**src/pts_div.sv**
```systemverilog
// Pipelined restoring divider: quotient floor(num * 2^QB / den) for num <= den.
`default_nettype none

module pts_div #(
    parameter int W    = 25,
    parameter int QB   = 24,
    parameter int SB_W = 1
) (
    input  logic            i_clk,
    input  logic            i_rst_n,
    input  logic            i_en,
    input  logic            i_valid,
    input  logic [W-1:0]    i_num,
    input  logic [W-1:0]    i_den,
    input  logic [SB_W-1:0] i_sb,
    output logic            o_valid,
    output logic [QB:0]     o_quo,
    output logic [SB_W-1:0] o_sb
);

    localparam int NST = QB + 1;
    localparam int QW  = QB + 1;

    logic [NST-1:0]  r_vld;
    logic [W-1:0]    r_rem [NST];
    logic [W-1:0]    r_den [NST];
    logic [QW-1:0]   r_quo [NST];
    logic [SB_W-1:0] r_sb  [NST];
    logic [W-1:0]    n_rem [NST];
    logic [QW-1:0]   n_quo [NST];
    logic            w_b0;

    // The integer bit is set only when num equals den.
    assign w_b0     = i_num >= i_den;
    assign n_rem[0] = w_b0 ? (i_num - i_den) : i_num;
    assign n_quo[0] = QW'(w_b0);

    for (genvar k = 1; k < NST; k++) begin : g_step
        logic [W:0] w_r2;
        logic       w_b;
        assign w_r2     = {r_rem[k-1], 1'b0};
        assign w_b      = w_r2 >= {1'b0, r_den[k-1]};
        assign n_rem[k] = w_b ? W'(w_r2 - {1'b0, r_den[k-1]}) : W'(w_r2);
        assign n_quo[k] = {r_quo[k-1][QB-1:0], w_b};
    end

    always_ff @(posedge i_clk) begin
        if (!i_rst_n) begin
            r_vld <= '0;
        end else if (i_en) begin
            r_vld <= {r_vld[NST-2:0], i_valid};
        end
    end

    always_ff @(posedge i_clk) begin
        if (i_en) begin
            r_rem[0] <= n_rem[0];
            r_den[0] <= i_den;
            r_quo[0] <= n_quo[0];
            r_sb[0]  <= i_sb;
            for (int k = 1; k < NST; k++) begin
                r_rem[k] <= n_rem[k];
                r_den[k] <= r_den[k-1];
                r_quo[k] <= n_quo[k];
                r_sb[k]  <= r_sb[k-1];
            end
        end
    end

    assign o_valid = r_vld[NST-1];
    assign o_quo   = r_quo[NST-1];
    assign o_sb    = r_sb[NST-1];

endmodule

`default_nettype wire

```
**config.mk**
```make
export PLATFORM = sky130hd
export DESIGN_NAME = pts_div
export DESIGN_NICKNAME = d
export VERILOG_FILES = /design/src/pts_div.sv
export SDC_FILE = /design/constraint.sdc
export NUM_CORES = 2
export LEC_CHECK = 0
export BUFFER_PORTS_ARGS = -buffer_cell sky130_fd_sc_hd__buf_2
export CAP_MARGIN = 20
export CORE_MARGIN = 2
export CORE_UTILIZATION = 38
export DETAILED_ROUTE_END_ITERATION = 7
export SYNTH_ARGS = -nofsm -noshare
export SYNTH_HDL_FRONTEND = slang
export SYNTH_SLANG_ARGS = --single-unit
```
**constraint.sdc**
```tcl
create_clock -name i_clk -period 3.5 [get_ports i_clk]
set_input_delay 0.525 -clock i_clk [delete_from_list [all_inputs] [get_ports i_clk]]
set_output_delay 0.525 -clock i_clk [all_outputs]
set_load 0.05 [all_outputs]
```
== Word level (Yosys, flattened, before mapping) ==
Memory sizes are Yosys's and may differ from the RTL's.
Index checks and enable logic that the tools add are counted.
Operators by class
  add/subtract/negate cells: 25
  magnitude comparators: 25
  muxes and demuxes: 27
Operator list (count)
  25-bit two-way mux: 25
  25-bit subtractor: 25
  26-bit by 25-bit >= comparator with 1-bit output: 24
  25-bit >= comparator: 1
  1-bit two-way mux: 2
Word-level totals
  register bits: 25
  bits in writable memories: 1900
  input bits: 55
  output and inout port bits: 27
  word-level logic and storage cells: 82
  memories kept: 4
Memory list
  r_den: depth 25, bits a word 25, rd ports 24, clocked after memory_dff 0, write ports 25, RTL line 26  | logic [W-1:0] r_den [NST];
  r_quo: depth 25, bits a word 25, rd ports 25, clocked after memory_dff 0, write ports 25, RTL line 27  | logic [QW-1:0] r_quo [NST];
  r_rem: depth 25, bits a word 25, rd ports 24, clocked after memory_dff 0, write ports 25, RTL line 25  | logic [W-1:0] r_rem [NST];
  r_sb: depth 25, bits a word 1, rd ports 25, clocked after memory_dff 0, write ports 25, RTL line 28  | logic [SB_W-1:0] r_sb [NST];

== Logic depth before layout (Yosys ltp) ==
An unclocked memory read counts as a cell.
  depth in word-level cells: 3
  mapped depth: 15

== Least setup slack after synthesis ==
Ideal clock, no wire load.
  kind: in2reg
  start: input i_den[1]
  end: memory r_rem[0][17] (data pin)
  setup time: 260 ps
  arrival: 3321 ps
  path slack: -81 ps
  stages on the path: 13
  path buffers: 1
  path through: inv_1 ha_1 nor2b_1 o31a_1 o311ai_2 a21oi_1 a221oi_2 o21ai_1 a211oi_1 nor2_1 o22ai_2 buf_4 mux2_2
RTL lines
  start, declared: RTL line 14  | input logic [W-1:0] i_den,
  end, declared: RTL line 25

==> flow_metrics.tcl <==
set metrics [dict create \
    hp-class "primary input to register" \
    worstPathArrival_ps 4060 \
    grt_overflow 0 \
    track_usage 0.159 \
    max_freq_mhz 287 \
    cpPeakStageDelay_ps 520 \
    power.leakage_nw 40.8 \
    synthMuxAreaShare 0.0453 \
    ys.flop_type "edfxtp_1" \
    holdPathStages 1 \
    synth-compound-area-share 0.130 \
    crit_required_ps 4070 \
    syn_to_final_growth_pct 17.3 \
    drc 0 \
    clk_pin_slew_worst_paths_ps 60 \
    synth_nets 7879 \
    synth.avg_cell_area_um2 11.9 \
    maxCapViolations 0 \
    drt-initial-drc-count 3823 \
    grt_first_pass_wirelength_mm 294 \
    nets 8499 \
    worstSetupPathType "primary input to register" \
    std_cell_rows 173 \
    die_y_um 477 \
    vias_per_cell 5.11 \
    yosysTopAreaCellShare 0.547 \
    ioPinCount 82 \
    cts_sinks 1575 \
    async_flop_share 0 \
    synth_top_family_by_area "compound AO/OA/AOI/OAI gates" \
    design.core.area_um2 222000 \
    status "completed" \
    stdcell_count 10900 \
    ys_seq_elements 1575 \
    ir_worst_vdd_mv 0.490 \
    cts_tree "yes" \
    finalPower_mw 90.8 \
    drt.antenna.violating_nets 0 \
    syn-instance-count 7176 \
    rr_startpoint "r_den[0][27]" \
    rr_endpoint "r_rem[0][68]" \
    gp_congestion 0.900 \
    antenna_found_initial 8 \
    grt_max_degree 108 \
    path_cells "dlygate4sd3_1 -> buf_2 -> inv_1 -> ha_1 -> a211oi_2 -> inv_2 -> o311ai_4 -> a21oi_2 -> a221oi_2 -> buf_4 -> o21ai_1 -> a211oi_1 -> nor2_1 -> o22ai_4 -> clkbuf_16 -> mux2_2" \
    period_minus_slack_ps 3490 \
    dieArea_um2 228000 \
    final_common_cell "edfxtp_1" \
    num_vias 55800 \
    numCtsBuffers 178 \
    synthTopCellsByArea "edfxtp_1, ha_1, mux2_2, inv_1, a21oi_1" \
    hold_path_end "r_den[0][1]" \
    mostFrequentLayoutCells "edfxtp_1, inv_1, ha_1" \
    wl_per_cell_um 17.2 \
    finalSetupViolCount 0 \
    yosys.area_share.xor_xnor 0.0496 \
    synth_fa_ha_area_frac 0.0974 \
    slew_headroom 0.372 \
    die_w_um 477 \
    cts_root_buf "clkbuf_16" \
    clk_latency_ps 840 \
    finalHoldWorstSlack_ps 86.0 \
    synthDistinctLibCells 95 \
    finalCritPeriodShare 0.996 \
    syn_area_um2 85100 \
    end_kind "register" \
    slowest_stage "dlygate4sd3_1" \
    final_hold_viol_count 0 \
    worst_pin_slew_ps 939 \
    critPathLaunchType "primary input" \
    skew_ps 35.5 \
    cts_max_level 4 \
    synthSimpleGateAreaFrac 0.0832 \
    crit_buf_inv 6 \
    drt-total-wl_mm 188 \
    n_fill_cell 20100 \
    drive_gt1_frac 0.156 \
    path_delay_family "compound AO/OA/AOI/OAI gates" \
    yosysTopAreaCell "edfxtp_1" \
    hpwl_mm 138 \
    synth-seq-area-share 0.553 \
    slew_viol_final 0 \
    io_buffers 81 \
    synth_enable_flop_cells 1550 \
    firstDrtPassIters 6 \
    worstRegToRegCells 14 \
    critical_path.max_fanout 6 \
    power_density_nw_per_um2 910 \
    clockBufferDepth 3 \
    hp-start "i_den[1]" \
    synth-warning-count 0 \
    r2r_setup_slack_ps 60 \
    grt_pass1_vias 55200 \
    initial_core_util 0.383 \
    rsz0062_at_grt "true" \
    dp_cells 10500 \
]
## layer usage
layer / vias up / global-route usage / share of wire
met4: 0 / 0.0623 / 0.035
met5: - / 0 / 0
met1: 26600 / 0.212 / 0.45
li1: 27600 / - / -
met3: 352 / 0.0245 / 0.049
met2: 1244 / 0.262 / 0.47
## cell families (layout without fill, tap and decap cells)
logic type / after synthesis / count (layout)
muxes: 345 / 345
xor gates and xnor gates: 482 / 482
adders and majority gates: 648 / 648
DFF: 1575 / 1575
AOI/OAI and AO/OA: 1746 / 1746
and+or+nand+nor: 1469 / 1469
other: 0 / 1
buffers and inverters: 911 / 1679
## synthesized netlist by cell type (101+ instances only)
cell type  count
mux2_2       267
xnor2_1      296
o21a_1       101
nand2_1      417
edfxtp_1    1550
ha_1         624
nor2b_1      122
o21ai_0      389
a21o_1       248
inv_1        791
a21oi_1      546
nor2_1       410
xor2_1       186
## worst register-to-register path, stage by stage (launching register included)
cell       delay [ps]
edfxtp_1          430
inv_2              90
ha_4              190
nor2b_2           150
o31a_1            320
o221a_4           250
a21oi_4           190
o311ai_4          120
nand2_1           120
a21oi_1            80
or3b_4            380
a31oi_4           240
buf_12            150
clkbuf_16         140
mux2_2            320
## worst max path at each step
stage                             start             to  slack (ps)  cells after the start
after floorplan                i_den[1]   r_rem[0][10]          10                     13
after detailed placement       i_den[1]    r_rem[0][5]        -340                     15
after global placement         i_den[1]    r_rem[0][2]        -430                     15
after CTS                 r_den[1][158]  r_rem[1][192]          -2                     12
after global routing        r_den[1][2]   r_rem[1][42]        -140                     13
final                          i_den[6]   r_rem[0][22]          10                     16
## repair_timing
| item | in CTS | in global routing |
|---|---|---|
| cloned | 1 | 16 |
| setup endpoints to repair | 90 | 429 |
| hold buffers | 43 | 0 |
| resized for setup | 21 | 153 |
| hold endpoints to repair | 43 | 0 |
| pin swaps | 5 | 51 |
| buffers inserted | 7 | 36 |
## state kept, by name (all words and copies together), names as in the netlist
signal and flops:
r_den 600, r_rem 600, r_quo 325, r_sb 25, r_vld 25
## power breakdown
group	switching [mW]	internal [mW]	total, mW
Clock	7.68	10.5	18.2
Sequential	3.00	27.7	30.7
Combinational	22.0	19.8	41.9
## metrics by stage
stage	setup TNS (ps)	utilization	cell area (µm²)	worst slack [ps]
6_report	0	0.449	99800	13.4
5_1_grt	-1480	0.449	99800	-145
4_1_cts	-2.16	0.443	98400	-2.16
3_5_place_dp	-12500	0.414	92100	-345
3_3_place_gp	-13380	0.414	92100	-433
2_1_floorplan	0	-	85100	10.3
## final cells by class
type	instances	area (µm²)	area share
Antenna cell	1	2.50	0.0000251
Clock buffer	207	4630	0.0464
Clock inverter	121	1110	0.0112
Inverter	792	2970	0.0298
Multi-Input combinational cell	4690	35400	0.355
Sequential cell	1575	47000	0.471
Tap cell	2975	3720	0.0373
Timing Repair Buffer	559	4920	0.0493
No activity file was read; power rests on OpenSTA's default activity.
